--- src/hdl/mdb_pkg.sv ---
// ----------------------------------------------------------------------------
// mdb_pkg
// Shared types and constants of the multi-switch debouncer: switch phase
// codes, the layout of one state memory entry, register map and result word.
// ----------------------------------------------------------------------------
package mdb_pkg;

  // Switch inputs per frame and debounce counter width
  localparam int NUM_INPUTS = 16;
  localparam int COUNT_BITS = 8;
  localparam int IDX_W      = $clog2(NUM_INPUTS);

  // Fixed register field widths
  localparam int FRAME_CNT_W = 16;
  localparam int TICKS_W     = 8;

  // APB side
  localparam int APB_DATA_W = 32;
  localparam int CFG_ADDR_W = 5;

  // Register reset values
  localparam logic [FRAME_CNT_W-1:0] WARMUP_RESET   = 16'd3000;
  localparam logic [FRAME_CNT_W-1:0] TICK_DIV_RESET = 16'd1000;

  // Register index (word address)
  typedef enum logic [2:0] {
    REG_WARMUP     = 3'd0,
    REG_TICK_DIV   = 3'd1,
    REG_CLOSE      = 3'd2,
    REG_OPEN       = 3'd3,
    REG_PUSHBUTTON = 3'd4,
    REG_PAIR       = 3'd5,
    REG_WAIT_MODE  = 3'd6
  } cfg_reg_e;

  // Pushbutton phase
  typedef enum logic [1:0] {
    PH_OPEN    = 2'd0,
    PH_CLOSED  = 2'd1,
    PH_OPENING = 2'd2,
    PH_CLOSING = 2'd3
  } phase_e;

  // One switch entry of the state memory
  typedef struct packed {
    phase_e                phase;
    logic [COUNT_BITS-1:0] count;
    logic                  contact;
  } sw_entry_t;

  localparam sw_entry_t ENTRY_RESET = '{phase: PH_CLOSED, count: '0, contact: 1'b0};

  // Configuration registers
  typedef struct packed {
    logic [FRAME_CNT_W-1:0] warmup_frames;
    logic [FRAME_CNT_W-1:0] tick_divide;
    logic [TICKS_W-1:0]     close_ticks;
    logic [TICKS_W-1:0]     open_ticks;
    logic [NUM_INPUTS-1:0]  pushbutton_mask;
    logic [NUM_INPUTS-1:0]  pair_mask;
    logic [NUM_INPUTS-1:0]  wait_mode_mask;
  } cfg_t;

  // Per-entry controls carried from the read step to the update step
  typedef struct packed {
    logic [IDX_W-1:0] idx;
    logic             first;
    logic             last;
    logic             pb;
    logic             pair;
    logic             chg;
    logic             wbit;
    logic             split;
    logic             hold_mode;
    logic             tick;
  } step_t;

  // Result word
  typedef struct packed {
    logic [NUM_INPUTS-1:0] debounced_word;
    logic [NUM_INPUTS-1:0] changed_mask;
  } result_t;

endpackage

--- src/hdl/mdb_entry_update.sv ---
// ----------------------------------------------------------------------------
// mdb_entry_update
// Next state of one switch: pair pattern tracking or the pushbutton
// open/closed/opening/closing machine, then the tick countdown and the end
// of debounce.
// ----------------------------------------------------------------------------
module mdb_entry_update import mdb_pkg::*; (
  input  sw_entry_t          entry_i,
  input  logic               deb_i,
  input  step_t              step_i,
  input  logic [TICKS_W-1:0] close_ticks_i,
  input  logic [TICKS_W-1:0] open_ticks_i,
  output sw_entry_t          entry_o,
  output logic               deb_o
);

  logic [COUNT_BITS-1:0] close_cnt;
  logic [COUNT_BITS-1:0] open_cnt;

  assign close_cnt = COUNT_BITS'(close_ticks_i);
  assign open_cnt  = COUNT_BITS'(open_ticks_i);

  always_comb begin
    entry_o = entry_i;
    deb_o   = deb_i;

    // Apply the contact change
    if (step_i.pair) begin
      if (step_i.chg) begin
        entry_o.contact = step_i.wbit;
        // Follow 01 and 10, hold on 00 and 11
        if (step_i.split) begin
          deb_o = step_i.wbit;
        end
      end
    end else if (step_i.pb && step_i.chg) begin
      entry_o.contact = step_i.wbit;
      case (entry_i.phase)
        PH_OPEN: begin
          if (!step_i.wbit) begin
            if (close_cnt == '0) begin
              deb_o         = 1'b0;
              entry_o.phase = PH_CLOSED;
            end else begin
              if (!step_i.hold_mode) deb_o = 1'b0;
              entry_o.phase = PH_CLOSING;
              entry_o.count = close_cnt;
            end
          end else begin
            deb_o = 1'b1;
          end
        end
        PH_CLOSED: begin
          if (step_i.wbit) begin
            if (open_cnt == '0) begin
              deb_o         = 1'b1;
              entry_o.phase = PH_OPEN;
            end else begin
              if (!step_i.hold_mode) deb_o = 1'b1;
              entry_o.phase = PH_OPENING;
              entry_o.count = open_cnt;
            end
          end else begin
            deb_o = 1'b0;
          end
        end
        PH_OPENING: entry_o.count = open_cnt;
        PH_CLOSING: entry_o.count = close_cnt;
        default: ;
      endcase
    end

    // Count down on a tick and settle at zero
    if (step_i.tick && (entry_o.count != '0)) begin
      entry_o.count = entry_o.count - 1'b1;
      if (entry_o.count == '0) begin
        case (entry_o.phase)
          PH_OPENING: begin
            if (!entry_o.contact) begin
              entry_o.phase = PH_CLOSED;
              if (!step_i.hold_mode) deb_o = 1'b0;
            end else begin
              entry_o.phase = PH_OPEN;
              if (step_i.hold_mode) deb_o = 1'b1;
            end
          end
          PH_CLOSING: begin
            if (entry_o.contact) begin
              entry_o.phase = PH_OPEN;
              if (!step_i.hold_mode) deb_o = 1'b1;
            end else begin
              entry_o.phase = PH_CLOSED;
              if (step_i.hold_mode) deb_o = 1'b0;
            end
          end
          default: ;
        endcase
      end
    end
  end

endmodule

--- config.mk ---
export PLATFORM = sky130hd
export DESIGN_NAME = mdb_entry_update
export DESIGN_NICKNAME = d
export VERILOG_FILES = /design/src/hdl/mdb_pkg.sv /design/src/hdl/mdb_entry_update.sv
export SDC_FILE = /design/constraint.sdc
export NUM_CORES = 1
export LEC_CHECK = 0
export ABC_CLOCK_PERIOD_IN_PS = 6530
export BUFFER_PORTS_ARGS = -buffer_cell sky130_fd_sc_hd__buf_2
export CAP_MARGIN = 20
export CORE_ASPECT_RATIO = 0.5
export CORE_UTILIZATION = 30
export DETAILED_ROUTE_END_ITERATION = 8
export PLACE_DENSITY = 0.64
export SETUP_SLACK_MARGIN = 0.4
export SLEW_MARGIN = 20
export SYNTH_ARGS = -nofsm -noshare
export SYNTH_HDL_FRONTEND = slang
export SYNTH_SLANG_ARGS = --single-unit
--- constraint.sdc ---
create_clock -name vclk -period 6.53
set_input_delay 1.306 -clock vclk [all_inputs]
set_output_delay 1.306 -clock vclk [all_outputs]
set_load 0.01 [all_outputs]
==> results.py <==
metrics = {
    "floorplan": {
        "rows": 15,
        "floorplan.initialDensity_pct": 31.68,
        "die_w_um": 87.63,
        "io_pins": 53,
        "die_y_um": 44.82,
        "coreArea_sq_um": 3472,
        "die_area_sq_um": 3927,
    },
    "yosys": {
        "yosys.area_share.simple_pct": 36.63,
        "yosys_warnings": 0,
        "synth_top_area_share_pct": 8.191,
        "synth_fa_ha_area_share_pct": 2.275,
        "synth_mux_area_share_pct": 8.191,
        "synth-seq-area-share_pct": 0,
        "postSynthCellCount": 142,
        "avgSynthCellArea_sq_um": 7.745,
        "synth_top_family_by_area": "compound AO/OA/AOI/OAI gates",
        "synth_commonest_cells": "15 x nand2_1, 12 x nor2_1, 9 x mux2i_1",
        "syn_nets": 185,
        "synth_most_common_cell": "nand2_1",
        "synth_cell_type_count": 55,
        "netlist_top_cells_area": "mux2i_1 8.2%, nand2_1 5.1%, nor2_1 4.1%",
        "synthesis.area_sq_um": 1100,
        "synth-compound-area-share_pct": 42.78,
        "synth_xor_area_share_pct": 5.575,
        "synth_top_cell_by_area": "mux2i_1",
    },
    "pwr": {
        "p_sw_share_pct": 58.84,
        "p_int_uw": 38.97,
        "pwr-share-comb_pct": 100.0,
        "power_density_nw_per_um2": 69.22,
        "p_switching_uw": 55.70,
        "pwr-share-seq_pct": 0,
        "finalPower_uw": 94.67,
        "power.leakage_nw": 0.5506,
        "clkPwrFrac_pct": 0,
        "ir_worst_vdd_mv": 0.01796,
    },
    "route": {
        "viasPerCell": 5.472,
        "drt-initial-drc-count": 73,
        "drtAntennaViolNets": 0,
        "vias": 1286,
        "routed_wirelength_mm": 3.180,
        "drc": 0,
        "wl_per_cell_um": 13.53,
        "dr.pass1.iters": 5,
    },
    "setup_path": {
        "worst_setup_path_start_kind": "primary input",
        "critPathMaxFanout": 8,
        "crit_start": "close_ticks_i[2]",
        "critical_path_arrival_ns": 4.33,
        "critical_path.endpoint_type": "output pin",
        "critPathRequiredTime_ns": 5.22,
        "path_class": "primary input to output pin",
    },
    "grt": {
        "grt_pass1_vias": 1148,
        "overflow": 0,
        "grt_max_degree": 23,
        "grt_antenna_before_repair": 0,
        "grt_pass1_wl_mm": 5.278,
        "grt.total_usage_pct": 16.48,
    },
    "final_layout": {
        "antenna_cells": 0,
        "area_growth_pct": 24.35,
        "layout-drive-gt1-share_pct": 37.50,
        "regArea_sq_um": 0,
        "numSequentialCells": 0,
        "n_clock_buffer": 0,
        "nNetsFinal": 229,
    },
    "clocking": {
        "post_cts_resized": 0,
        "hold_buffers": 0,
        "post_cts_buffers": 0,
    },
    "placed_design": {
        "io_buffers": 47,
        "gp_congestion": 0.8106,
        "dp_hpwl_mm": 2.612,
    },
    "timing": {
        "finalMaxSlewViolations": 0,
        "max-slew-margin-rel_pct": 65.24,
        "hold_viol_final": 0,
        "setup_viol": 0,
        "min_period_over_period_pct": 86.27,
        "worstMarginPinSlew_ns": 0.5204,
        "fmax_mhz": 177.5,
        "min_period_ns": 5.633,
        "fin_setup_tns_ns": 0,
        "rsz0062_at_grt": "no",
    },
    "status": {
        "outcome": "finished clean",
    },
    "worst_hold_path": {
        "holdCritStartpoint": "step_i[0]",
        "hold_class": "primary input to output pin",
    },
    "job": {
        "drv_cap": 0,
    },
}
stage by stage:
step | utilization, % | instances | hold slack (ns) | setup slack (ns) | area (sq um)
final | 39.39 | 235 | 3.005 | 0.8968 | 1368
after detailed placement | 39.39 | 235 | 3.013 | 0.9343 | 1368
after CTS | 39.39 | 235 | 3.016 | 0.9156 | 1368
after global placement | 39.39 | 235 | 3.013 | 0.9549 | 1368
after global routing | 39.39 | 235 | 3.042 | 0.6166 | 1368
after floorplan | - | 142 | 2.771 | 1.393 | 1100
power by group through the flow:
stage               combinational, mW  sequential [mW]  clock, mW
finish                         0.0947                0          0
global route                    0.104                0          0
global placement               0.0927                0          0
detailed placement             0.0943                0          0
CTS                            0.0946                0          0
floorplan                      0.0601                0          0
worst paths after layout:
check	endpoint	slack [ns]	cells after the start
setup / recovery	deb_o	0.90	15
hold / removal	entry_o[8]	3.00	4
routing by layer:
| layer | routed length [um] | vias to the layer above | GRT usage [%] |
|---|---|---|---|
| met4 | 0 | 0 | 0.3279 |
| met5 | 0 | - | 0 |
| met2 | 1505 | 34 | 29.06 |
| met3 | 145 | 0 | 0.1828 |
| li1 | - | 646 | - |
| met1 | 1529 | 606 | 24.21 |
critical path, stage by stage:
cell	delay [ns]
buf_2	0.14
nor4_4	0.48
a21oi_2	0.14
o32ai_4	0.40
a2bb2oi_2	0.19
inv_2	0.11
ha_1	0.14
nand2_1	0.05
a221oi_1	0.32
inv_1	0.10
nor4_2	0.30
o21bai_1	0.14
nor4_1	0.27
nor3b_1	0.08
buf_2	0.14
cell usage in the layout, fill, tap and decap left out, types with 2 or more instances in the layout:
master,count
and3_1,2
o211a_1,2
mux2i_1,9
nand2_1,15
o21ai_0,6
nor4_2,3
a21oi_1,6
a2111oi_2,2
nor4_4,2
inv_1,4
nor3b_1,4
nand3_1,3
o21bai_1,2
a22oi_1,4
nand2b_1,2
o31ai_1,2
a221oi_1,5
xnor2_1,4
a21boi_0,3
o21ai_1,2
and2_1,3
a31oi_1,2
ha_1,2
a211oi_1,2
buf_2,47
nor3_1,5
xor2_1,3
nor2_1,12
kinds of logic (layout without fill, tap and decap cells):
logic type / after synthesis / after routing
buffers and inverters: 10 / 52
XOR/XNOR: 7 / 7
adder cells (fa/ha/maj): 2 / 2
AND/OR/NAND/NOR: 62 / 62
AO/OA/AOI/OAI: 52 / 52
multiplexers: 9 / 9
cell type report:
| cell class | instances | area, sq um |
|---|---|---|
| fill | 371 | 2105 |
| tap | 51 | 63.81 |
| inverter | 5 | 18.77 |
| timing repair buffer | 47 | 235.2 |
| multi-input combinational | 132 | 1050 |
(Power assumes the default switching activity.)
