$ cat src/hdl/mdb_pkg.sv
// ----------------------------------------------------------------------------
// mdb_pkg
// Shared types and constants of the multi-switch debouncer: switch phase
// codes, the layout of one state memory entry, register map and result word.
// ----------------------------------------------------------------------------
package mdb_pkg;

  // Switch inputs per frame and debounce counter width
  localparam int NUM_INPUTS = 16;
  localparam int COUNT_BITS = 8;
  localparam int IDX_W      = $clog2(NUM_INPUTS);

  // Fixed register field widths
  localparam int FRAME_CNT_W = 16;
  localparam int TICKS_W     = 8;

  // APB side
  localparam int APB_DATA_W = 32;
  localparam int CFG_ADDR_W = 5;

  // Register reset values
  localparam logic [FRAME_CNT_W-1:0] WARMUP_RESET   = 16'd3000;
  localparam logic [FRAME_CNT_W-1:0] TICK_DIV_RESET = 16'd1000;

  // Register index (word address)
  typedef enum logic [2:0] {
    REG_WARMUP     = 3'd0,
    REG_TICK_DIV   = 3'd1,
    REG_CLOSE      = 3'd2,
    REG_OPEN       = 3'd3,
    REG_PUSHBUTTON = 3'd4,
    REG_PAIR       = 3'd5,
    REG_WAIT_MODE  = 3'd6
  } cfg_reg_e;

  // Pushbutton phase
  typedef enum logic [1:0] {
    PH_OPEN    = 2'd0,
    PH_CLOSED  = 2'd1,
    PH_OPENING = 2'd2,
    PH_CLOSING = 2'd3
  } phase_e;

  // One switch entry of the state memory
  typedef struct packed {
    phase_e                phase;
    logic [COUNT_BITS-1:0] count;
    logic                  contact;
  } sw_entry_t;

  localparam sw_entry_t ENTRY_RESET = '{phase: PH_CLOSED, count: '0, contact: 1'b0};

  // Configuration registers
  typedef struct packed {
    logic [FRAME_CNT_W-1:0] warmup_frames;
    logic [FRAME_CNT_W-1:0] tick_divide;
    logic [TICKS_W-1:0]     close_ticks;
    logic [TICKS_W-1:0]     open_ticks;
    logic [NUM_INPUTS-1:0]  pushbutton_mask;
    logic [NUM_INPUTS-1:0]  pair_mask;
    logic [NUM_INPUTS-1:0]  wait_mode_mask;
  } cfg_t;

  // Per-entry controls carried from the read step to the update step
  typedef struct packed {
    logic [IDX_W-1:0] idx;
    logic             first;
    logic             last;
    logic             pb;
    logic             pair;
    logic             chg;
    logic             wbit;
    logic             split;
    logic             hold_mode;
    logic             tick;
  } step_t;

  // Result word
  typedef struct packed {
    logic [NUM_INPUTS-1:0] debounced_word;
    logic [NUM_INPUTS-1:0] changed_mask;
  } result_t;

endpackage

$ cat src/hdl/mdb_cfg_regs.sv
// ----------------------------------------------------------------------------
// mdb_cfg_regs
// APB register file: warm-up length, tick divider, debounce times and the
// per-switch role and mode masks.
// ----------------------------------------------------------------------------
module mdb_cfg_regs import mdb_pkg::*; (
  input  logic                  clk_i,
  input  logic                  rst_ni,
  input  logic                  psel,
  input  logic                  penable,
  input  logic                  pwrite,
  input  logic [CFG_ADDR_W-1:0] paddr,
  input  logic [APB_DATA_W-1:0] pwdata,
  output logic [APB_DATA_W-1:0] prdata,
  output logic                  pready,
  output cfg_t                  cfg_o
);

  cfg_t     cfg_q;
  cfg_reg_e reg_sel;
  logic     wr_en;

  assign pready  = 1'b1;
  assign reg_sel = cfg_reg_e'(paddr[CFG_ADDR_W-1:2]);
  assign wr_en   = psel && penable && pwrite;
  assign cfg_o   = cfg_q;

  // Write the addressed register in the access phase
  always_ff @(posedge clk_i or negedge rst_ni) begin
    if (!rst_ni) begin
      cfg_q.warmup_frames   <= WARMUP_RESET;
      cfg_q.tick_divide     <= TICK_DIV_RESET;
      cfg_q.close_ticks     <= '0;
      cfg_q.open_ticks      <= '0;
      cfg_q.pushbutton_mask <= '0;
      cfg_q.pair_mask       <= '0;
      cfg_q.wait_mode_mask  <= '0;
    end else if (wr_en) begin
      case (reg_sel)
        REG_WARMUP:     cfg_q.warmup_frames   <= pwdata[FRAME_CNT_W-1:0];
        REG_TICK_DIV:   cfg_q.tick_divide     <= pwdata[FRAME_CNT_W-1:0];
        REG_CLOSE:      cfg_q.close_ticks     <= pwdata[TICKS_W-1:0];
        REG_OPEN:       cfg_q.open_ticks      <= pwdata[TICKS_W-1:0];
        REG_PUSHBUTTON: cfg_q.pushbutton_mask <= pwdata[NUM_INPUTS-1:0];
        REG_PAIR:       cfg_q.pair_mask       <= pwdata[NUM_INPUTS-1:0];
        REG_WAIT_MODE:  cfg_q.wait_mode_mask  <= pwdata[NUM_INPUTS-1:0];
        default: ;
      endcase
    end
  end

  // Read back
  always_comb begin
    prdata = '0;
    case (reg_sel)
      REG_WARMUP:     prdata = APB_DATA_W'(cfg_q.warmup_frames);
      REG_TICK_DIV:   prdata = APB_DATA_W'(cfg_q.tick_divide);
      REG_CLOSE:      prdata = APB_DATA_W'(cfg_q.close_ticks);
      REG_OPEN:       prdata = APB_DATA_W'(cfg_q.open_ticks);
      REG_PUSHBUTTON: prdata = APB_DATA_W'(cfg_q.pushbutton_mask);
      REG_PAIR:       prdata = APB_DATA_W'(cfg_q.pair_mask);
      REG_WAIT_MODE:  prdata = APB_DATA_W'(cfg_q.wait_mode_mask);
      default:        prdata = '0;
    endcase
  end

endmodule

$ cat config.mk
export PLATFORM = sky130hd
export DESIGN_NAME = mdb_cfg_regs
export DESIGN_NICKNAME = d
export VERILOG_FILES = /design/src/hdl/mdb_pkg.sv /design/src/hdl/mdb_cfg_regs.sv
export SDC_FILE = /design/constraint.sdc
export NUM_CORES = 1
export LEC_CHECK = 0
export ABC_AREA = 1
export BUFFER_PORTS_ARGS = -buffer_cell sky130_fd_sc_hd__buf_2
export CAP_MARGIN = 5
export CORE_MARGIN = 3
export CORE_UTILIZATION = 44
export CTS_CLUSTER_SIZE = 24
export DETAILED_ROUTE_END_ITERATION = 10
export GPL_ROUTABILITY_DRIVEN = 0
export PLACE_DENSITY_LB_ADDON = 0.2
export SETUP_SLACK_MARGIN = 0.02
export SLEW_MARGIN = 20
export SYNTH_ARGS = -nofsm -noshare
export SYNTH_HDL_FRONTEND = slang
export SYNTH_SLANG_ARGS = --single-unit
$ cat constraint.sdc
create_clock -name clk_i -period 1.2 [get_ports clk_i]
set_input_delay 0.12 -clock clk_i [delete_from_list [all_inputs] [get_ports clk_i]]
set_output_delay 0.12 -clock clk_i [all_outputs]
set_load 0.05 [all_outputs]
==> impl_metrics.env <==
export IMPL_synth_top_flop_cell="dfrtp_1"
export IMPL_numCtsBuffers=9
export IMPL_numClockSinks=96
export IMPL_endpoint_kind="output pin"
export IMPL_die_area_mm2=0.0126
export IMPL_finalSetupViolations=26
export IMPL_dr_pass1_iters=7
export IMPL_post_dp_cell_area_mm2=0.00622
export IMPL_initial_core_util=0.453
export IMPL_netlist_area_leader_share=0.419
export IMPL_ant_nets=0
export IMPL_fillers=884
export IMPL_worstSetupPathType="flop to output pin"
export IMPL_async_reset_ff_frac=1.00
export IMPL_synth_edff_count=0
export IMPL_coreArea_mm2=0.0109
export IMPL_drive_gt1_frac=0.475
export IMPL_clock_fmax_ghz=0.688
export IMPL_outcome="finished, violations left"
export IMPL_diodes=0
export IMPL_largest_reg_flops=96
export IMPL_die_w_um=112
export IMPL_post_route_period_util=1.21
export IMPL_regToRegStartpoint="cfg_o[15]"
export IMPL_cp_startpoint="cfg_o[7]"
export IMPL_finClkSkew_ns=0
export IMPL_cts_path_max_buffers=2
export IMPL_wl_per_cell_um=17.6
export IMPL_drc=0
export IMPL_arrival_ns=1.33
export IMPL_yosysSeqAreaShare=0.488
export IMPL_maxCapViolations=0
export IMPL_fin_crit_ns=1.45
export IMPL_start_kind="flop"
export IMPL_syn_area_mm2=0.00496
export IMPL_ioPinCount=171
export IMPL_cts_tree="built"
export IMPL_hold_viol=0
export IMPL_wl_um=17300
export IMPL_grt_max_degree=71
export IMPL_avgSynthCellArea_um2=7.76
export IMPL_required_ns=1.08
export IMPL_nets=879
export IMPL_grt_pass1_vias=4931
export IMPL_htreeDepth=3
export IMPL_clk_latency_ns=0.34
export IMPL_yosys_area_share_simple=0.310
export IMPL_violations="setup timing"
export IMPL_numPortBuffers=135
export IMPL_syn_instance_count=639
export IMPL_setup_ws_ns=-0.254
export IMPL_synth_compound_area_share=0.105
export IMPL_ys_types=21
export IMPL_area_growth_pct=51.4
export IMPL_hpwl_um=11900
export IMPL_peakVddDrop_uv=913
export IMPL_ys_warn_count=0
export IMPL_hp_start="pwdata[11]"
export IMPL_grt_usage=0.267
export IMPL_synth_fa_ha_area_frac=0
export IMPL_avgViaCountPerCell=5.39
export IMPL_antenna_found_initial=0
export IMPL_cp_max_fo=3
export IMPL_netlist_top_cells_area="dfrtp_1, nand2_1, o21ai_0, dfstp_2, nand4_1"
export IMPL_worst_hold_slack_ns=0.0487
export IMPL_p_per_area_mw_per_mm2=1840
export IMPL_gr_total_overflow=0
export IMPL_maxSlewViolCount=0
export IMPL_synth_top_family_by_area="simple AND/OR/NAND/NOR gates"
export IMPL_die_h_um=112
export IMPL_yosys_register_bits=96
export IMPL_clk_pin_slew_ns=0.07
export IMPL_synth_top_area_cell="dfrtp_1"
export IMPL_hold_path_class="primary input to flop"
export IMPL_design_area_mm2=0.00750
export IMPL_synth_xor_area_frac=0
export IMPL_std_cell_rows=38
export IMPL_p_leak_nw=3.75
export IMPL_rsz0062_at_grt="true"
export IMPL_grt_pass1_wl_um=26700
export IMPL_vias=5295
export IMPL_place_ws_ns=-0.195
export IMPL_synthMuxAreaShare=0
export IMPL_clock_root_buffer="clkbuf_16"
export IMPL_drt_iter0_markers=422
==> area by class of cell <==
| type | instances | area (µm²) | area share |
|---|---|---|---|
| clock inverter | 2 | 38.8 | 0.00517 |
| timing repair buffer | 230 | 2070 | 0.276 |
| inverter | 35 | 139 | 0.0185 |
| tap | 140 | 175 | 0.0233 |
| clock buffer | 14 | 264 | 0.0352 |
| multi-input combinational | 465 | 2320 | 0.309 |
| sequential | 96 | 2500 | 0.333 |
==> per-layer routing <==
layer  GRT usage  vias to the layer above  part of all wire
li1            -                     2460                 -
met1       0.381                     2528              0.42
met4      0.0753                        0             0.020
met5           0                        -                 0
met2       0.426                      273              0.48
met3      0.0394                       34             0.080
==> what timing repair did <==
action                                  in CTS  in global routing
endpoints found under the setup margin      35                 38
hold endpoints to repair                    83                  0
hold buffers                                 1                  0
pin swaps                                   46                 25
setup buffers                               29                 12
gates resized for setup                    153                 67
==> worst max-delay path, stage by stage (launching register included) <==
cell and delay [ns]:
dfrtp_2 0.44, nand4_1 0.13, nand2_2 0.08, nor2_2 0.11, nand2_2 0.08, buf_8 0.15
==> layout by cell type, fill, tap and decap left out, drive strengths merged <==
master / count
clkinv: 1
nand3: 30
inv: 35
dfrtp: 83
clkbuf: 14
dlygate4sd3: 1
o21ai: 104
nand2: 218
conb: 17
buf: 229
nor2: 48
nand4: 48
bufinv: 1
dfstp: 13
==> power breakdown <==
group          internal, mW  leakage, nW  switching [mW]  total [mW]
Sequential             4.03         1.10           0.519        4.55
Combinational          2.04         2.51            4.28        6.32
Clock                  1.74        0.147            1.23        2.97
==> logic make-up (layout without fill, tap and decap cells) <==
group	after synthesis	count (layout)
AND/OR/NAND/NOR	344	344
buffers and inverters	93	281
flip-flops	96	96
AO/OA/AOI/OAI	104	104
other	2	17
==> synth_stat cells (4+ instances only) <==
library cell  instances
buf_1                 5
buf_2                11
buf_4                23
clkbuf_1             17
dfrtp_1              83
dfstp_2              13
inv_1                32
nand2_1             216
nand3_1              24
nand3_2               6
nand4_1              48
nor2_1               40
nor2_4                4
o21ai_0              97
o21ai_1               7
==> final timing paths <==
| kind | to | slack [ns] | depth (start not counted) |
|---|---|---|---|
| max reg2reg | cfg_o[15] | 0.26 | 4 |
| max | prdata[7] | -0.25 | 5 |
| max in group asynchronous | cfg_o[91] | 0.59 | 3 |
| min | cfg_o[91] | 0.05 | 3 |
| min reg2reg | cfg_o[89] | 0.49 | 2 |
| min in group asynchronous | cfg_o[65] | 0.31 | 3 |
==> metrics by stage <==
stage	std cells	power [mW]	utilization	TNS, ns
final	982	13.8	0.686	-4.02
after global routing	982	14.4	0.686	-4.91
after CTS	972	13.5	0.661	-3.88
after detailed placement	927	9.61	0.569	-8.24
after global placement	927	9.54	0.569	-5.18
after floorplan	654	8.18	-	-0.0665
No activity file was read; power rests on OpenSTA's default activity.
