`src/hdl/mdb_pkg.sv`:
```
// ----------------------------------------------------------------------------
// mdb_pkg
// Shared types and constants of the multi-switch debouncer: switch phase
// codes, the layout of one state memory entry, register map and result word.
// ----------------------------------------------------------------------------
package mdb_pkg;

  // Switch inputs per frame and debounce counter width
  localparam int NUM_INPUTS = 16;
  localparam int COUNT_BITS = 8;
  localparam int IDX_W      = $clog2(NUM_INPUTS);

  // Fixed register field widths
  localparam int FRAME_CNT_W = 16;
  localparam int TICKS_W     = 8;

  // APB side
  localparam int APB_DATA_W = 32;
  localparam int CFG_ADDR_W = 5;

  // Register reset values
  localparam logic [FRAME_CNT_W-1:0] WARMUP_RESET   = 16'd3000;
  localparam logic [FRAME_CNT_W-1:0] TICK_DIV_RESET = 16'd1000;

  // Register index (word address)
  typedef enum logic [2:0] {
    REG_WARMUP     = 3'd0,
    REG_TICK_DIV   = 3'd1,
    REG_CLOSE      = 3'd2,
    REG_OPEN       = 3'd3,
    REG_PUSHBUTTON = 3'd4,
    REG_PAIR       = 3'd5,
    REG_WAIT_MODE  = 3'd6
  } cfg_reg_e;

  // Pushbutton phase
  typedef enum logic [1:0] {
    PH_OPEN    = 2'd0,
    PH_CLOSED  = 2'd1,
    PH_OPENING = 2'd2,
    PH_CLOSING = 2'd3
  } phase_e;

  // One switch entry of the state memory
  typedef struct packed {
    phase_e                phase;
    logic [COUNT_BITS-1:0] count;
    logic                  contact;
  } sw_entry_t;

  localparam sw_entry_t ENTRY_RESET = '{phase: PH_CLOSED, count: '0, contact: 1'b0};

  // Configuration registers
  typedef struct packed {
    logic [FRAME_CNT_W-1:0] warmup_frames;
    logic [FRAME_CNT_W-1:0] tick_divide;
    logic [TICKS_W-1:0]     close_ticks;
    logic [TICKS_W-1:0]     open_ticks;
    logic [NUM_INPUTS-1:0]  pushbutton_mask;
    logic [NUM_INPUTS-1:0]  pair_mask;
    logic [NUM_INPUTS-1:0]  wait_mode_mask;
  } cfg_t;

  // Per-entry controls carried from the read step to the update step
  typedef struct packed {
    logic [IDX_W-1:0] idx;
    logic             first;
    logic             last;
    logic             pb;
    logic             pair;
    logic             chg;
    logic             wbit;
    logic             split;
    logic             hold_mode;
    logic             tick;
  } step_t;

  // Result word
  typedef struct packed {
    logic [NUM_INPUTS-1:0] debounced_word;
    logic [NUM_INPUTS-1:0] changed_mask;
  } result_t;

endpackage

```
`src/hdl/mdb_result_fifo.sv`:
```
// ----------------------------------------------------------------------------
// mdb_result_fifo
// Two-word result queue between the switch sweep and the output channel.
// ----------------------------------------------------------------------------
module mdb_result_fifo import mdb_pkg::*; (
  input  logic    clk_i,
  input  logic    rst_ni,
  input  logic    push_i,
  input  result_t push_data_i,
  input  logic    pop_i,
  output logic    valid_o,
  output result_t data_o
);

  result_t    slot_q [2];
  logic       wr_ptr_q;
  logic       rd_ptr_q;
  logic [1:0] count_q;

  // Store pushed word
  always_ff @(posedge clk_i) begin
    if (push_i) begin
      slot_q[wr_ptr_q] <= push_data_i;
    end
  end

  // Advance pointers and count
  always_ff @(posedge clk_i or negedge rst_ni) begin
    if (!rst_ni) begin
      wr_ptr_q <= 1'b0;
      rd_ptr_q <= 1'b0;
      count_q  <= '0;
    end else begin
      if (push_i) wr_ptr_q <= !wr_ptr_q;
      if (pop_i)  rd_ptr_q <= !rd_ptr_q;
      count_q <= count_q + {1'b0, push_i} - {1'b0, pop_i};
    end
  end

  assign valid_o = (count_q != '0);
  assign data_o  = slot_q[rd_ptr_q];

endmodule

```
`config.mk`:
```
export PLATFORM = sky130hd
export DESIGN_NAME = mdb_result_fifo
export DESIGN_NICKNAME = d
export VERILOG_FILES = /design/src/hdl/mdb_pkg.sv /design/src/hdl/mdb_result_fifo.sv
export SDC_FILE = /design/constraint.sdc
export NUM_CORES = 1
export LEC_CHECK = 0
export ABC_AREA = 1
export BUFFER_PORTS_ARGS = -buffer_cell sky130_fd_sc_hd__buf_4
export CAP_MARGIN = 0
export CORE_MARGIN = 1
export CORE_UTILIZATION = 59
export CTS_BUF_LIST = sky130_fd_sc_hd__clkbuf_4 sky130_fd_sc_hd__clkbuf_8
export CTS_CLUSTER_DIAMETER = 50
export DETAILED_ROUTE_END_ITERATION = 8
export PLACE_DENSITY = 0.84
export SYNTH_ARGS = -nofsm -noshare
export SYNTH_HDL_FRONTEND = slang
export SYNTH_SLANG_ARGS = --single-unit
```
`constraint.sdc`:
```
create_clock -name clk_i -period 4.08 [get_ports clk_i]
set_clock_uncertainty 0.05 [all_clocks]
set_input_delay 0 -clock clk_i [delete_from_list [all_inputs] [get_ports clk_i]]
set_output_delay 0 -clock clk_i [all_outputs]
set_load 0.01 [all_outputs]
```
==> flow_summary.ini, run 1 <==
[sta]
finalHoldViolCount = 0
fin_crit_ns = 2.10
finalCritPeriodShare = 0.515
tns_ns = 0
whs_ns = 0.330
slew_violations = 0
fmax_mhz = 476
rsz0062_at_grt = no
report.final.setup_viol = 0
tightestPinTransition_ns = 1.28
slew_headroom = 0.148

[yosys]
netlist_instances = 191
ys_ff_latch = 68
yosys.cell_types.count = 13
yosysSeqAreaShare = 0.748
syn_avg_cell_area_um2 = 14.1
yosysWarnings = 0
syn_nets = 229
netlist_area_mm2 = 0.00270

[die]
die_h_um = 69.7
rows = 24
die_area_mm2 = 0.00486
design.core.area_mm2 = 0.00438
initial_utilization = 0.616
io_pins = 69
die_w_um = 69.7

[clocking]
cts_sinks = 68
tritoncts = built
clkTransAtPathRegs_ns = 0.07
clock-root-buffer = clkbuf_8
cts_buffers = 9
post_cts_resized = 0
cts_hold_buf = 36
clk_latency_ns = 0.35
h-tree-depth = 3
postCtsSetupRepairBufs = 0
clockBufferDepth = 2

[power_and_ir_drop]
intPower_mw = 1.58
switching_share = 0.335
pwr-share-comb = 0.347
seqPwrFrac = 0.433
switching_power_uw = 796
p_clk_frac = 0.220
peakVddDrop_uv = 448
p_per_area_mw_per_mm2 = 632
cellLeakagePower_nw = 1.63

[finish]
area_growth_pct = 39.2
nNetsFinal = 338
antenna_cells = 0
nFillCells = 204
drive_gt1_frac = 0.367
seq_area_mm2 = 0.00202
multi_input_area_um2 = 467

[route]
drt_iter0_drc = 178
num_vias = 1796
post-route-drc-count = 0
vias_per_cell = 5.03
antenna_left = 0
drt-pass1-iter-count = 5
wl_mm = 5.64
wl_per_cell_um = 15.8

[setup_path]
cp_max_fo = 39
crit_required_ns = 4.03
end_kind = output pin
crit_arrival_ns = 2.05
crit_type = flop to output pin
crit_path_start_kind = flop

[global_routing]
grt_max_degree = 40
grt_pass1_vias = 1816
antenna_found_initial = 0
grt_first_pass_wirelength_mm = 8.71
globalRouteOverflowTotal = 0
grtUsageTotal = 0.252

[placement]
hpwl_mm = 2.90
placement.io_buffers = 68
place_congestion = 0.683

[run_status]
status = complete, no violations

[run]
cap_violations = 0

[hold_path]
hold_class = input pin to flop
## registers in the layout (all words and copies together), names as in the netlist
register	count
rd_ptr_q	1
count_q	2
wr_ptr_q	1
slot_q	64
## worst paths after layout
kind	start	endpoint	slack [ns]	cells after the start
max	rd_ptr_q$_DFFE_PN0P_	data_o[23]	1.98	4
min	push_data_i[11]	slot_q[1][11]$_DFFE_PP_	0.33	2
max reg2reg	wr_ptr_q$_DFFE_PN0P_	slot_q[1][19]$_DFFE_PP_	2.19	2
min reg2reg	wr_ptr_q$_DFFE_PN0P_	wr_ptr_q$_DFFE_PN0P_	0.53	1
max in group asynchronous	rst_ni	rd_ptr_q$_DFFE_PN0P_	3.25	3
min in group asynchronous	rst_ni	count_q[0]$_DFF_PN0_	0.53	3
## final cells by class
cell class              instances  area share
repair buffers                105       0.234
inverters                      39      0.0389
clock inverters                 7      0.0153
well taps                      52      0.0173
clock buffers                   9      0.0329
multi-input cells              77       0.124
flip-flops and latches         68       0.538
## critical path, stage by stage (launching register included)
cell and delay [ns]:
dfrtp_2 0.75, buf_4 0.53, nand2_1 0.16, o21ai_2 0.10, buf_4 0.14
## power by group through the flow
stage | combinational, mW | sequential, mW | clock [mW]
after global routing | 0.891 | 1.04 | 0.557
final | 0.825 | 1.03 | 0.523
after global placement | 0.760 | 1.03 | 0
after CTS | 0.813 | 1.02 | 0.515
after floorplan | 0.538 | 0.977 | 0
after detailed placement | 0.784 | 1.03 | 0
## per-stage QoR
step / total power, mW / setup slack [ns] / cells / instance area [µm²] / util
after floorplan: 1.51 / 1.84 / 191 / 2700 / -
after global placement: 1.79 / 2.28 / 305 / 3220 / 0.734
after detailed placement: 1.82 / 2.26 / 305 / 3220 / 0.734
after CTS: 2.35 / 2.01 / 357 / 3760 / 0.858
after global routing: 2.49 / 1.85 / 357 / 3760 / 0.858
final: 2.38 / 1.98 / 357 / 3760 / 0.858
## kinds of logic (layout without fill, tap and decap cells)
| group | count (synthesis) | count (layout) | share of synthesized area |
|---|---|---|---|
| flops | 68 | 68 | 0.748 |
| buf+inv | 46 | 160 | 0.0819 |
| simple gates | 41 | 41 | 0.0574 |
| compound gates | 32 | 32 | 0.0968 |
| fa+ha+maj | 2 | 2 | 0.00926 |
| xor+xnor | 2 | 2 | 0.00648 |
## placed cells by master, fill, tap and decap left out, drive strengths merged
master       instances
o21ai               32
dlygate4sd3         36
clkbuf               9
buf                 69
dfrtp                4
xor2                 2
nor2                 1
edfxtp              64
clkinv               6
nand2               39
bufinv               1
ha                   2
inv                 39
nand3                1
## synthesized netlist by cell type
master,n,share of area
edfxtp_1,64,0.71
inv_1,39,0.054
nand2_1,39,0.054
o21ai_2,27,0.088
buf_6,6,0.025
dfrtp_1,4,0.037
o21ai_0,4,0.0074
ha_1,2,0.0093
xor2_1,2,0.0065
buf_4,1,0.0028
nand3_1,1,0.0019
nor2_1,1,0.0014
o21ai_1,1,0.0019
## metal layers
layer | track usage | part of all wire
met1 | 0.268 | 0.35
met2 | 0.434 | 0.56
met3 | 0.0887 | 0.052
met4 | 0.147 | 0.036
met5 | 0 | 0
Power figures use the tool's default switching activity.
==> run 2, diff against run 1 <==
CORE_UTILIZATION = 54   (was 59)
PLACE_DENSITY = 0.77   (was 0.84)
clock period = 2.15 ns   (was 4.08 ns; I/O delays follow)
==> run 2 against run 1 <==
Compared with the run above:
- cell area rose by 0.60%
- die area is 9.0% higher
- wire length decreased by 14%
- worst setup slack worse by 1.3 ns
- largest cell class unchanged
==> flow_summary.ini, run 2 (synthesized netlist as in run 1, its figures left out) <==
[setup_path]
r2r_cells = 2
crit_chain = buf_4 -> nand2_1 -> o21ai_2 -> buf_4
crit_required_ns = 2.10
cp_num_buf_inv = 2
critical_path.top_delay_family = buffers and inverters
crit_cells = 4
cpMostUsedCell = buf_4
r2r_slack_ns = 0.70
crit_path_start_kind = flop
slowest_stage = buf_4
end_kind = output pin
cp_max_fo = 36
cp_slowest_stage_delay_ns = 0.38
crit_arrival_ns = 1.43
crit_type = flop to output pin

[clocking]
clk_latency_ns = 0.33
postCtsSetupRepairBufs = 0
clkTransAtPathRegs_ns = 0.07
tritoncts = built
clock-root-buffer = clkbuf_8
cts_sinks = 68
clockBufferDepth = 2
cts_buffers = 9
h-tree-depth = 3

[route]
drt_iter0_drc = 85
antenna_left = 0
wl_per_cell_um = 12.9
post-route-drc-count = 0
vias_per_cell = 4.55
num_vias = 1706
wl_mm = 4.84
drt-pass1-iter-count = 4

[die]
design.core.area_mm2 = 0.00475
rows = 25
die_area_mm2 = 0.00529
io_pins = 69
die_h_um = 72.7
die_w_um = 72.7
initial_utilization = 0.568

[hold_path]
worstHoldPathCells = 2
hold_class = input pin to flop

[power_and_ir_drop]
switching_share = 0.331
power.total_mw = 4.36
intPower_mw = 2.92
switching_power_mw = 1.44
p_clk_frac = 0.198
cellLeakagePower_nw = 1.64
seqPwrFrac = 0.423
p_per_area_mw_per_mm2 = 1150
peakVddDrop_uv = 803
pwr-share-comb = 0.380

[run_status]
status = complete, no violations

[global_routing]
grt_pass1_vias = 1674
grt_first_pass_wirelength_mm = 7.32
antenna_found_initial = 0
globalRouteOverflowTotal = 0
grt_max_degree = 37
grtUsageTotal = 0.194

[sta]
rsz0062_at_grt = no
fmax_mhz = 674
finalCritPeriodShare = 0.690
tns_ns = 0
slew_headroom = 0.711
fin_crit_ns = 1.48
tightestPinTransition_ns = 0.434
finalHoldViolCount = 0
report.final.setup_viol = 0
slew_violations = 0

[placement]
placement.io_buffers = 68
place_congestion = 0.711
hpwl_mm = 2.79

[finish]
antenna_cells = 0
seq_area_mm2 = 0.00202
area_growth_pct = 40.0
multi_input_area_um2 = 467
drive_gt1_frac = 0.373
nNetsFinal = 341
mostFrequentLayoutCells = buf_4 (72), edfxtp_1 (64), inv_1 (39), nand2_1 (39), dlygate4sd3_1 (36)
final_common_cell = buf_4
reg.largest.list = slot_q: 64 flops, count_q: 2 flops
nFillCells = 291
largest_register_ffs = 64
largest_register = slot_q

[run]
cap_violations = 0
run 2: power groups by stage:
stage	clock network (mW)	registers (mW)	logic [mW]
finish	0.862	1.84	1.65
global route	0.932	1.87	1.80
CTS	0.883	1.84	1.66
detailed placement	0	1.87	1.60
global placement	0	1.86	1.57
floorplan	0	1.85	1.02
run 2: worst paths after layout:
check | from | endpoint
max reg2reg | wr_ptr_q$_DFFE_PN0P_ | slot_q[0][31]$_DFFE_PP_
min in group asynchronous | rst_ni | count_q[0]$_DFF_PN0_
max | rd_ptr_q$_DFFE_PN0P_ | data_o[28]
max in group asynchronous | rst_ni | rd_ptr_q$_DFFE_PN0P_
min reg2reg | wr_ptr_q$_DFFE_PN0P_ | wr_ptr_q$_DFFE_PN0P_
min | push_data_i[13] | slot_q[0][13]$_DFFE_PP_
run 2: layout make-up:
type                            instances  area share
Sequential cell                        68       0.535
Clock inverter                          6     0.00827
Multi-Input combinational cell         77       0.123
Clock buffer                           10      0.0347
Inverter                               39      0.0387
Timing Repair Buffer                  108       0.238
Tap cell                               67      0.0222
run 2: routing by layer:
layer / track usage / wire [µm]
met5: 0 / 0
met4: 0.0915 / 27
met3: 0.0608 / 246
met2: 0.347 / 2750
met1: 0.209 / 1810
run 2: repair_timing:
| action | CTS | global route |
|---|---|---|
| hold buffers | 36 | 0 |
| endpoints found under the setup margin | 0 | 0 |
| hold endpoints to repair | 71 | 0 |
| gates resized for setup | 0 | 0 |
run 2: through the flow:
step	setup slack [ns]	std cells	area [µm²]	util	hold WS [ns]
floorplan	0.436	191	2710	-	-0.346
global placement	0.757	323	3260	0.686	-0.250
detailed placement	0.703	323	3260	0.686	-0.248
CTS	0.620	375	3780	0.796	0.329
global route	0.547	375	3780	0.796	0.336
finish	0.666	375	3780	0.796	0.344
