===== src/hdl/mdb_pkg.sv =====
// ----------------------------------------------------------------------------
// mdb_pkg
// Shared types and constants of the multi-switch debouncer: switch phase
// codes, the layout of one state memory entry, register map and result word.
// ----------------------------------------------------------------------------
package mdb_pkg;

  // Switch inputs per frame and debounce counter width
  localparam int NUM_INPUTS = 16;
  localparam int COUNT_BITS = 8;
  localparam int IDX_W      = $clog2(NUM_INPUTS);

  // Fixed register field widths
  localparam int FRAME_CNT_W = 16;
  localparam int TICKS_W     = 8;

  // APB side
  localparam int APB_DATA_W = 32;
  localparam int CFG_ADDR_W = 5;

  // Register reset values
  localparam logic [FRAME_CNT_W-1:0] WARMUP_RESET   = 16'd3000;
  localparam logic [FRAME_CNT_W-1:0] TICK_DIV_RESET = 16'd1000;

  // Register index (word address)
  typedef enum logic [2:0] {
    REG_WARMUP     = 3'd0,
    REG_TICK_DIV   = 3'd1,
    REG_CLOSE      = 3'd2,
    REG_OPEN       = 3'd3,
    REG_PUSHBUTTON = 3'd4,
    REG_PAIR       = 3'd5,
    REG_WAIT_MODE  = 3'd6
  } cfg_reg_e;

  // Pushbutton phase
  typedef enum logic [1:0] {
    PH_OPEN    = 2'd0,
    PH_CLOSED  = 2'd1,
    PH_OPENING = 2'd2,
    PH_CLOSING = 2'd3
  } phase_e;

  // One switch entry of the state memory
  typedef struct packed {
    phase_e                phase;
    logic [COUNT_BITS-1:0] count;
    logic                  contact;
  } sw_entry_t;

  localparam sw_entry_t ENTRY_RESET = '{phase: PH_CLOSED, count: '0, contact: 1'b0};

  // Configuration registers
  typedef struct packed {
    logic [FRAME_CNT_W-1:0] warmup_frames;
    logic [FRAME_CNT_W-1:0] tick_divide;
    logic [TICKS_W-1:0]     close_ticks;
    logic [TICKS_W-1:0]     open_ticks;
    logic [NUM_INPUTS-1:0]  pushbutton_mask;
    logic [NUM_INPUTS-1:0]  pair_mask;
    logic [NUM_INPUTS-1:0]  wait_mode_mask;
  } cfg_t;

  // Per-entry controls carried from the read step to the update step
  typedef struct packed {
    logic [IDX_W-1:0] idx;
    logic             first;
    logic             last;
    logic             pb;
    logic             pair;
    logic             chg;
    logic             wbit;
    logic             split;
    logic             hold_mode;
    logic             tick;
  } step_t;

  // Result word
  typedef struct packed {
    logic [NUM_INPUTS-1:0] debounced_word;
    logic [NUM_INPUTS-1:0] changed_mask;
  } result_t;

endpackage


===== src/hdl/mdb_state_mem.sv =====
// ----------------------------------------------------------------------------
// mdb_state_mem
// Per-switch state memory (phase, debounce count, contact level) with one
// synchronous read port and one write port. Entries not yet written since
// reset read as the closed, idle reset entry.
// ----------------------------------------------------------------------------
module mdb_state_mem import mdb_pkg::*; (
  input  logic             clk_i,
  input  logic             rst_ni,
  input  logic             rd_en_i,
  input  logic [IDX_W-1:0] rd_addr_i,
  output sw_entry_t        rd_data_o,
  input  logic             wr_en_i,
  input  logic [IDX_W-1:0] wr_addr_i,
  input  sw_entry_t        wr_data_i
);

  sw_entry_t             mem_q [NUM_INPUTS];
  sw_entry_t             rd_data_q;
  logic [NUM_INPUTS-1:0] vld_q;
  logic                  rd_vld_q;

  // Write port
  always_ff @(posedge clk_i) begin
    if (wr_en_i) begin
      mem_q[wr_addr_i] <= wr_data_i;
    end
  end

  // Registered read data
  always_ff @(posedge clk_i) begin
    if (rd_en_i) begin
      rd_data_q <= mem_q[rd_addr_i];
    end
  end

  // Track written entries
  always_ff @(posedge clk_i or negedge rst_ni) begin
    if (!rst_ni) begin
      vld_q    <= '0;
      rd_vld_q <= 1'b0;
    end else begin
      if (wr_en_i) begin
        vld_q[wr_addr_i] <= 1'b1;
      end
      if (rd_en_i) begin
        rd_vld_q <= vld_q[rd_addr_i];
      end
    end
  end

  assign rd_data_o = rd_vld_q ? rd_data_q : ENTRY_RESET;

endmodule


===== config.mk =====
export PLATFORM = sky130hd
export DESIGN_NAME = mdb_state_mem
export DESIGN_NICKNAME = d
export VERILOG_FILES = /design/src/hdl/mdb_pkg.sv /design/src/hdl/mdb_state_mem.sv
export SDC_FILE = /design/constraint.sdc
export NUM_CORES = 1
export LEC_CHECK = 0
export ABC_AREA = 1
export BUFFER_PORTS_ARGS = -buffer_cell sky130_fd_sc_hd__clkbuf_2
export CAP_MARGIN = 20
export CORE_MARGIN = 2
export CORE_UTILIZATION = 50
export DETAILED_ROUTE_END_ITERATION = 10
export GPL_TIMING_DRIVEN = 0
export PLACE_DENSITY = 0.67
export SLEW_MARGIN = 20
export SYNTH_ARGS = -nofsm -noshare
export SYNTH_HDL_FRONTEND = slang
export SYNTH_SLANG_ARGS = --single-unit

===== constraint.sdc =====
create_clock -name clk_i -period 3.15 [get_ports clk_i]
set_input_delay 0.315 -clock clk_i [delete_from_list [all_inputs] [get_ports clk_i]]
set_output_delay 0.315 -clock clk_i [all_outputs]
set_load 0.01 [all_outputs]

==> qor.csv, run 1 <==
metric,value,unit
Setup Buffers After CTS,0,
final setup fails,0,
Rel. slew slack,40.7,%
Remaining DRCs,0,
die area,17400,sq um
CP Max Fanout,10,
WL met3,1700,um
Critical R2R Launch,mem_q[1][2]$_DFFE_PP_,
core area,15900,sq um
design area,9280,sq um
Row Count,46,
Netlist cell types,15,
PD cells,627,nW/um^2
WL/cell,21.3,um
CP arrival,1640,ps
setup_tns,0,ps
Worst Setup SP,rd_vld_q$_DFFE_PN0P_,
routability cong.,0.883,
Post-Syn Nets,670,
Die H,132,um
Fillers,1332,
M1 WL,8300,um
crit path to,rd_data_o[4],
fin. max-slew vios,0,
setup ws final,1200,ps
placed cell areas,8620,sq um
later-pin clock latency in the skew report,490,ps
largest net degree at the start of global routing,18,
status,finished clean,
simple-gate portion of the synthesized area,12.7,%
"Largest stage delay, worst path",470,ps
Final period util,61.9,%
CTS Root Cell,clkbuf_16,
Initial Util,51.2,%
dpl hpwl,12900,um
Pre-antenna DRT Iters,5,
drt via density,5.67,
startpoint types,register,
min cycle time layout,1950,ps
sequential area share after synthesis,74.0,%
VDD IR max,0.366,mV
worst path required time,2830,ps
Post-CTS Hold Buffers,1,
Total Wirelength,19900,um
H-tree depth,1,
vias in the first global route,5273,
total track usage,23.2,%
antenna violations before repair,0,
ratio of cells with drive above 1 in the final layout,15.3,%
#FFs+latches synth,204,
reg2reg setup slack,1850,ps
IO Count,34,
reg-to-reg endpoint,rd_data_q[2]$_DFFE_PP_,
final net count,726,
critical path class,reg -> out,
Mapped Area,8160,sq um
GRT Residual Overflow,0,
clock transition at the registers of the reported paths,60,ps
Static Leak,3.24,nW
RSZ-0062 raised after global routing,no,
Synth area leader,edfxtp_1,
adder-cell share of the synthesized area,0,%
Die X,132,um
# Max-Cap Violations,0,
CTS tree,done,
Post-CTS Resized,0,
"top cells by area, synth","edfxtp_1 (69%), nor2_1 (6.9%), o21ai_0 (5.4%)",
top cell type's share of synthesized area,68.8,%
port buffer count,30,
first-pass GRT wire length,30000,um
Syn Area/Cell,12.6,sq um
largest family of logic cells by synthesized area,simple AND/OR/NAND/NOR gates,
Worst Max-Slew Pin Slew,888,ps
CTS sink cnt,204,
ant diodes,0,
"most common cell after layout, fill and taps aside",edfxtp_1,
cts bufs inserted,21,
total number of vias,5288,
pre-CTS setup slack,1170,ps
Max clock buf depth,3,
worst path cell trace,clkbuf_1 > nand2_1 > inv_1 > clkbuf_2,
Tot Pwr,0.00582,W
Layout area overhead,13.7,%
Final Skew,13.8,ps
most frequent cells in the layout,"edfxtp_1 (187), nor2_1 (136), o21ai_0 (88), nand2_1 (52), o211ai_1 (44)",
xor-xnor portion of the synthesized cell area,0,%
r2r worst-path depth,6,
Synth warnings,0,
Syn Inst Count,647,
Max Used Layer,met4,
Hold/Removal Path Class,in -> reg,
1st-iter DRT viols,547,
Post-DRT Antenna Nets,0,
Compound-Gate Fraction of Synth Area,9.45,%
fraction of synthesized area in multiplexers,0,%
Final Hold Vio Count,0,
CP endpoint kind,output pin,
Max Clock Freq,512,MHz
"slowest stage cell, crit path",dfrtp_1,
metal2 WL,9260,um
[cell families (layout without fill, tap and decap cells)]
group / Yosys count / count (layout)
and+or+nand+nor: 254 / 254
DFF: 204 / 204
AOI/OAI and AO/OA: 132 / 132
buffers and inverters: 57 / 127
[per-layer routing]
layer / global-route usage, % / up-vias
li1: - / 2422
met1: 32.8 / 2590
met2: 36.9 / 228
met3: 3.65 / 48
met4: 8.27 / 0
met5: 0 / -
[where the power goes]
group          internal [W]  leakage, nW  total [W]  switching [W]
logic              0.000139         1.05   0.000429       0.000290
registers           0.00306         1.87    0.00309      0.0000346
clock network       0.00133        0.314    0.00229       0.000961
total               0.00453         3.24    0.00582        0.00129
[synthesized netlist by cell type]
| library cell | n |
|---|---|
| nor2_1 | 150 |
| clkbuf_1 | 18 |
| buf_6 | 10 |
| o211ai_1 | 44 |
| o21ai_0 | 88 |
| or2_2 | 16 |
| buf_4 | 2 |
| edfxtp_1 | 187 |
| buf_1 | 2 |
| buf_2 | 6 |
| inv_1 | 18 |
| nand2_1 | 52 |
| dfrtp_1 | 17 |
| inv_6 | 1 |
| nand3_1 | 36 |
[metrics by stage]
step,hold slack (ps),util (%),std cells
floorplan,19.4,-,647
global placement,258,53.8,893
detailed placement,263,54.0,894
CTS,216,58.1,932
global route,266,58.2,933
finish,244,58.2,933
[how the worst min path moves through the flow]
stage | startpoint | to | slack, ps | cells after the start
6_report | rd_addr_i[3] | rd_vld_q$_DFFE_PN0P_ | 240 | 5
5_1_grt | rd_addr_i[3] | rd_vld_q$_DFFE_PN0P_ | 270 | 5
4_1_cts | rd_addr_i[3] | rd_vld_q$_DFFE_PN0P_ | 220 | 5
3_5_place_dp | rst_ni | vld_q[11]$_DFFE_PN0P_ | 260 | 1
3_3_place_gp | rst_ni | vld_q[11]$_DFFE_PN0P_ | 260 | 1
2_1_floorplan | rst_ni | rd_vld_q$_DFFE_PN0P_ | 20 | 0
[area by class of cell]
class / instances / area, sq um / area share [%]
timing repair buffer: 33 / 179 / 1.93
buffer: 38 / 233 / 2.51
tap: 216 / 270 / 2.91
inverter: 19 / 76.3 / 0.823
clock buffer: 32 / 608 / 6.56
multi-input combinational: 386 / 1840 / 19.9
sequential: 204 / 6040 / 65.1
clock inverter: 5 / 25.0 / 0.270
[state kept, by name, indices dropped and copies added, names as in the netlist]
| signal | flops |
|---|---|
| mem_q | 176 |
| rd_vld_q | 1 |
| rd_data_q | 11 |
| vld_q | 16 |
[critical path: cells and delay by family, from the launching register on]
family	cells	cell delay, ps
buffers and inverters	3	580
DFF	1	470
and+or+nand+nor	1	100
No activity file was read; power rests on OpenSTA's default activity.
==> inputs of run 2 (changes only) <==
- clock period: 3.15 -> 1.89 ns (I/O delays scaled with it)
==> run 2 against run 1 <==
Die area unchanged. Final cell count decreased by 0.11%. Flip-flop and latch count unchanged. Largest cell class unchanged. Cell area about the same. Sequential share of layout area about the same.
==> qor.csv, run 2 (synthesized netlist as in run 1, its figures left out) <==
metric,value,unit
status,finished clean,
core area,15900,sq um
Hold/Removal Path Class,in -> reg,
Worst path depth,3,
cts bufs inserted,21,
total number of vias,5385,
ant diodes,0,
H-tree depth,1,
Initial Util,51.2,%
CTS sink cnt,204,
ratio of cells with drive above 1 in the final layout,15.4,%
final setup fails,0,
tightest hold margin,103,ps
reg-to-reg endpoint,rd_data_q[2]$_DFFE_PP_,
Final Hold Vio Count,0,
placed cell areas,8620,sq um
# Max-Cap Violations,0,
Layout area overhead,13.6,%
Pre-antenna DRT Iters,5,
Critical R2R Launch,mem_q[1][2]$_DFFE_PP_,
CP Max Fanout,12,
Reg with most FFs,mem_q,
CP endpoint kind,output pin,
Total Wirelength,19900,um
die area,17400,sq um
antenna violations before repair,0,
PD cells,1050,nW/um^2
"CP delay by family, top",flip-flops,
later-pin clock latency in the skew report,490,ps
min cycle time layout,1650,ps
Die H,132,um
combinational power share,7.3,%
Final period util,87.2,%
clock power share,39.4,%
RSZ-0062 raised after global routing,no,
Final Skew,12.5,ps
WL/cell,21.4,um
"slowest stage cell, crit path",dfrtp_1,
first-pass GRT wire length,30000,um
max reg flops,176,
fin. max-slew vios,0,
worst path cell trace,nand2_1 > inv_1 > clkbuf_2,
sequential share of power,53.3,%
Worst Max-Slew Pin Slew,887,ps
reg2reg setup slack,590,ps
Row Count,46,
Sw Share,22.1,%
Fillers,1330,
Max Clock Freq,607,MHz
biggest regs,"mem_q (176), vld_q (16), rd_data_q (11)",
worst path required time,1700,ps
1st-iter DRT viols,588,
hold endpoint,rd_vld_q$_DFFE_PN0P_,
total track usage,23.2,%
clock transition at the registers of the reported paths,60,ps
design area,9270,sq um
r2r worst-path depth,6,
critical path class,reg -> out,
vias in the first global route,5273,
largest net degree at the start of global routing,18,
most frequent cells in the layout,"edfxtp_1 (187), nor2_1 (136), o21ai_0 (88), nand2_1 (52), o211ai_1 (44)",
Die X,132,um
CTS tree,done,
Pint,0.00755,W
Remaining DRCs,0,
routability cong.,0.883,
hold path cells,5,
port buffer count,30,
GRT Residual Overflow,0,
Hold Path Origin,rd_addr_i[3],
"Largest stage delay, worst path",630,ps
CP arrival,1460,ps
Sw Pwr,0.00214,W
drt via density,5.78,
final net count,725,
"most common cell after layout, fill and taps aside",edfxtp_1,
Rel. slew slack,40.8,%
IO Count,34,
startpoint types,register,
CTS Root Cell,clkbuf_16,
Post-DRT Antenna Nets,0,
Static Leak,3.24,nW
Max clock buf depth,3,
WP buf/inv,2,
dpl hpwl,12900,um
VDD IR max,0.610,mV
-- run 2: cell types whose count changed in the layout (fill, tap and decap cells not counted), sizes merged --
cell    before  now
clkbuf      80   79
-- run 2: layout make-up --
type | count | area (sq um) | share of cell area (%)
inverters | 19 | 76.3 | 0.823
well taps | 216 | 270 | 2.91
multi-input cells | 386 | 1840 | 19.9
clock inverters | 5 | 25.0 | 0.270
plain buffers | 37 | 229 | 2.47
repair buffers | 33 | 179 | 1.93
clock buffers | 32 | 608 | 6.56
flip-flops and latches | 204 | 6040 | 65.1
-- run 2: through the flow --
stage	power (W)	setup TNS [ps]	std cells	util [%]	setup slack [ps]
final	0.00969	0	932	58.2	242
after global placement	0.00593	-635	893	53.8	-48.9
after global routing	0.00997	0	932	58.2	110
after floorplan	0.00565	0	647	-	610
after CTS	0.00971	0	932	58.1	90.9
after detailed placement	0.00596	0	894	54.0	35.2
-- run 2: worst max-delay path by stage --
stage | from | endpoint | slack [ps]
detailed placement | wr_addr_i[2] | mem_q[3][9]$_DFFE_PP_ | 40
global placement | wr_addr_i[2] | mem_q[9][10]$_DFFE_PP_ | -50
floorplan | wr_addr_i[2] | mem_q[4][0]$_DFFE_PP_ | 610
CTS | rd_vld_q$_DFFE_PN0P_ | rd_data_o[1] | 90
finish | rd_vld_q$_DFFE_PN0P_ | rd_data_o[10] | 240
global route | rd_vld_q$_DFFE_PN0P_ | rd_data_o[1] | 110
-- run 2: power by group through the flow --
stage	sequential, W	clock [W]	combinational, W
2_1_floorplan	0.00523	0	0.000418
3_3_place_gp	0.00524	0	0.000683
3_5_place_dp	0.00525	0	0.000707
4_1_cts	0.00516	0.00384	0.000712
5_1_grt	0.00518	0.00401	0.000779
6_report	0.00517	0.00382	0.000706
-- run 2: worst register-to-register path, stage by stage (launching register included) --
cell      delay [ps]
edfxtp_1         360
nor2_1           110
nor2_1            40
o21ai_0          110
o211ai_1         140
nand3_1          180
nand2_1           90
-- run 2: metal layers --
metal / GRT usage, % / routed length (um) / vias up
met2: 36.9 / 9360 / 226
met5: 0 / 0 / -
met4: 8.27 / 552 / 0
met1: 32.8 / 8500 / 2688
met3: 3.65 / 1550 / 47
li1: - / - / 2424
-- run 2: timing repair --
action | 4_1_cts | 5_1_grt
setup endpoints to repair | 0 | 9
gates resized for setup | 0 | 0
endpoints found under the hold margin | 17 | 0
buffers inserted | 0 | 0
hold buffers | 1 | 0
==> inputs of run 3 (changes only) <==
- ABC_AREA: 1 -> default
- CORE_ASPECT_RATIO: default -> 0.6
==> run 3 against run 2 <==
Worst setup slack got worse by 57 ps. Sequential power about the same. Clock skew decreased by 3.3 ps. Largest power group unchanged. Critical path depth decreased by 1.
==> qor.csv, run 3 <==
metric,value,unit
vias in the first global route,3586,
Remaining DRCs,0,
Hold/Removal Path Class,in -> reg,
sequential share of power,55.1,%
Row Count,35,
later-pin clock latency in the skew report,480,ps
ant diodes,0,
PD cells,1060,nW/um^2
1st-iter DRT viols,340,
final net count,409,
fraction of synthesized area in multiplexers,17.6,%
"most common cell after layout, fill and taps aside",edfxtp_1,
antenna violations before repair,0,
xor-xnor portion of the synthesized cell area,0,%
startpoint types,register,
ratio of cells with drive above 1 in the final layout,40.7,%
largest net degree at the start of global routing,18,
Fillers,1110,
pre-CTS setup slack,-572,ps
routability cong.,0.788,
Top Usage Layer GRT,met1,
Die H,101,um
Netlist cell types,19,
status,finished clean,
Final period util,90.2,%
Initial Util,50.9,%
sequential area share after synthesis,77.6,%
top cell type's share of synthesized area,72.1,%
Rel. slew slack,36.8,%
Sw Share,20.8,%
FF+latch area,6040,sq um
tightest hold margin,125,ps
RSZ-0062 raised after global routing,no,
Global Route met3 Usage,5.10,%
final setup fails,0,
GRT met1 Usage,34.3,%
biggest regs,"mem_q (176), vld_q (16), rd_data_q (11)",
fin. max-slew vios,0,
max reg flops,176,
setup_tns,0,ps
GRT Residual Overflow,0,
CP most frequent cell,mux4_2,
Compound-Gate Fraction of Synth Area,0,%
Synth top cells by count,"edfxtp_1 (187), mux4_2 (58), dfrtp_1 (17)",
Synth area leader,edfxtp_1,
core area,15300,sq um
"non-filler cells, final",601,
dpl hpwl,10300,um
Syn Inst Count,331,
worst path cell trace,mux4_2 > mux4_2,
adder-cell share of the synthesized area,0,%
ys async rst share,8.33,%
Final Skew,9.24,ps
Pint,0.00741,W
CTS Root Cell,clkbuf_16,
CP arrival,1910,ps
"EDFF count, synth",187,
#FFs+latches synth,204,
CP endpoint kind,register,
CP Max Fanout,1,
Layout area overhead,13.8,%
# Max-Cap Violations,0,
"Largest stage delay, worst path",530,ps
Post-Syn Nets,354,
Static Leak,2.85,nW
Reg with most FFs,mem_q,
VDD IR max,0.597,mV
port buffer count,30,
Post-DRT Antenna Nets,0,
largest family of logic cells by synthesized area,multiplexers,
Mapped Area,7780,sq um
combinational power share,7.3,%
critical path class,reg -> reg,
first-pass GRT wire length,23300,um
worst path required time,2100,ps
Syn Area/Cell,23.5,sq um
clock power share,37.6,%
Total Wirelength,15900,um
met2 GRT Util,26.9,%
Hold Path Origin,wr_data_i[7],
Worst Setup SP,mem_q[12][10]$_DFFE_PP_,
die area,16600,sq um
Setup Buffers After CTS,0,
setup ws final,185,ps
drt via density,5.95,
IO Count,34,
Pre-antenna DRT Iters,5,
Sw Pwr,0.00195,W
top_reg_cell synth,edfxtp_1,
simple-gate portion of the synthesized area,3.58,%
Critical R2R Launch,mem_q[12][10]$_DFFE_PP_,
cts bufs inserted,18,
total number of vias,3576,
"slowest stage cell, crit path",mux4_2,
WL/cell,26.4,um
H-tree depth,1,
Final Hold Vio Count,0,
Max Clock Freq,586,MHz
Worst Max-Slew Pin Slew,948,ps
most frequent cells in the layout,"edfxtp_1 (187), mux4_2 (58), clkbuf_2 (32), clkbuf_16 (19), dfrtp_1 (17)",
clock transition at the registers of the reported paths,70,ps
total track usage,20.3,%
"top cells by area, synth","edfxtp_1 (72%), mux4_2 (17%), dfrtp_1 (5.5%)",
placed insts,568,
area of the multi-input gates,1710,sq um
CTS sink cnt,204,
Max clock buf depth,3,
Synth warnings,0,
CTS tree,done,
"count leader, synth",edfxtp_1,
Die X,165,um
min cycle time layout,1710,ps
## run 3: cell count changes after synthesis, sizes merged, moves of 35 or more
cell / change
nor2: -138
o21ai: -88
mux4: +59
nand2: -51
o211ai: -44
nand3: -35
## run 3: area by class of cell
| class | count | area share [%] |
|---|---|---|
| sequential | 204 | 68.2 |
| multi-input combinational | 113 | 19.3 |
| clock buffer | 24 | 5.58 |
| tap | 203 | 2.87 |
| timing repair buffer | 35 | 2.19 |
| buffer | 14 | 1.05 |
| clock inverter | 8 | 0.820 |
## run 3: cell families after synthesis
| family | count (synthesis) |
|---|---|
| and+or+nand+nor | 50 |
| muxes | 63 |
| buffers and inverters | 14 |
| DFF | 204 |
## run 3: metrics by stage
step / util, % / power (W) / area (sq um)
global route: 57.9 / 0.00966 / 8850
CTS: 57.9 / 0.00942 / 8850
detailed placement: 54.1 / 0.00595 / 8270
floorplan: - / 0.00564 / 7790
global placement: 53.6 / 0.00591 / 8190
finish: 57.9 / 0.00936 / 8850
## run 3: worst paths after layout
check	depth (start not counted)	to	slack, ps
min	1	mem_q[9][7]$_DFFE_PP_	130
max reg2reg	2	rd_data_q[10]$_DFFE_PP_	180
min reg2reg	1	vld_q[2]$_DFFE_PN0P_	460
max	2	rd_data_q[10]$_DFFE_PP_	180
max in group asynchronous	2	rd_vld_q$_DFFE_PN0P_	1350
min in group asynchronous	2	vld_q[0]$_DFFE_PN0P_	200
## run 3: layer usage
metal  vias up  routed length, um
met4         0                257
met1      1901               7560
met5         -                  0
met2       162               6610
li1       1492                  -
met3        21               1440
## run 3: worst max-delay path: cells and delay by family (launching register included)
kind   cells  cell delay [ps]
flops      1              380
mux        2             1050
## run 3: power by group through the flow
stage / combinational, W / clock (W) / sequential, W
2_1_floorplan: 0.000411 / 0 / 0.00523
6_report: 0.000687 / 0.00352 / 0.00515
5_1_grt: 0.000746 / 0.00374 / 0.00517
3_3_place_gp: 0.000669 / 0 / 0.00524
4_1_cts: 0.000698 / 0.00357 / 0.00515
3_5_place_dp: 0.000695 / 0 / 0.00525
## run 3: what timing repair did
item                                   CTS  global route
endpoints found under the hold margin   17             0
hold buffers                             1             0
resized for setup                        1             2
setup endpoints to repair                1            10
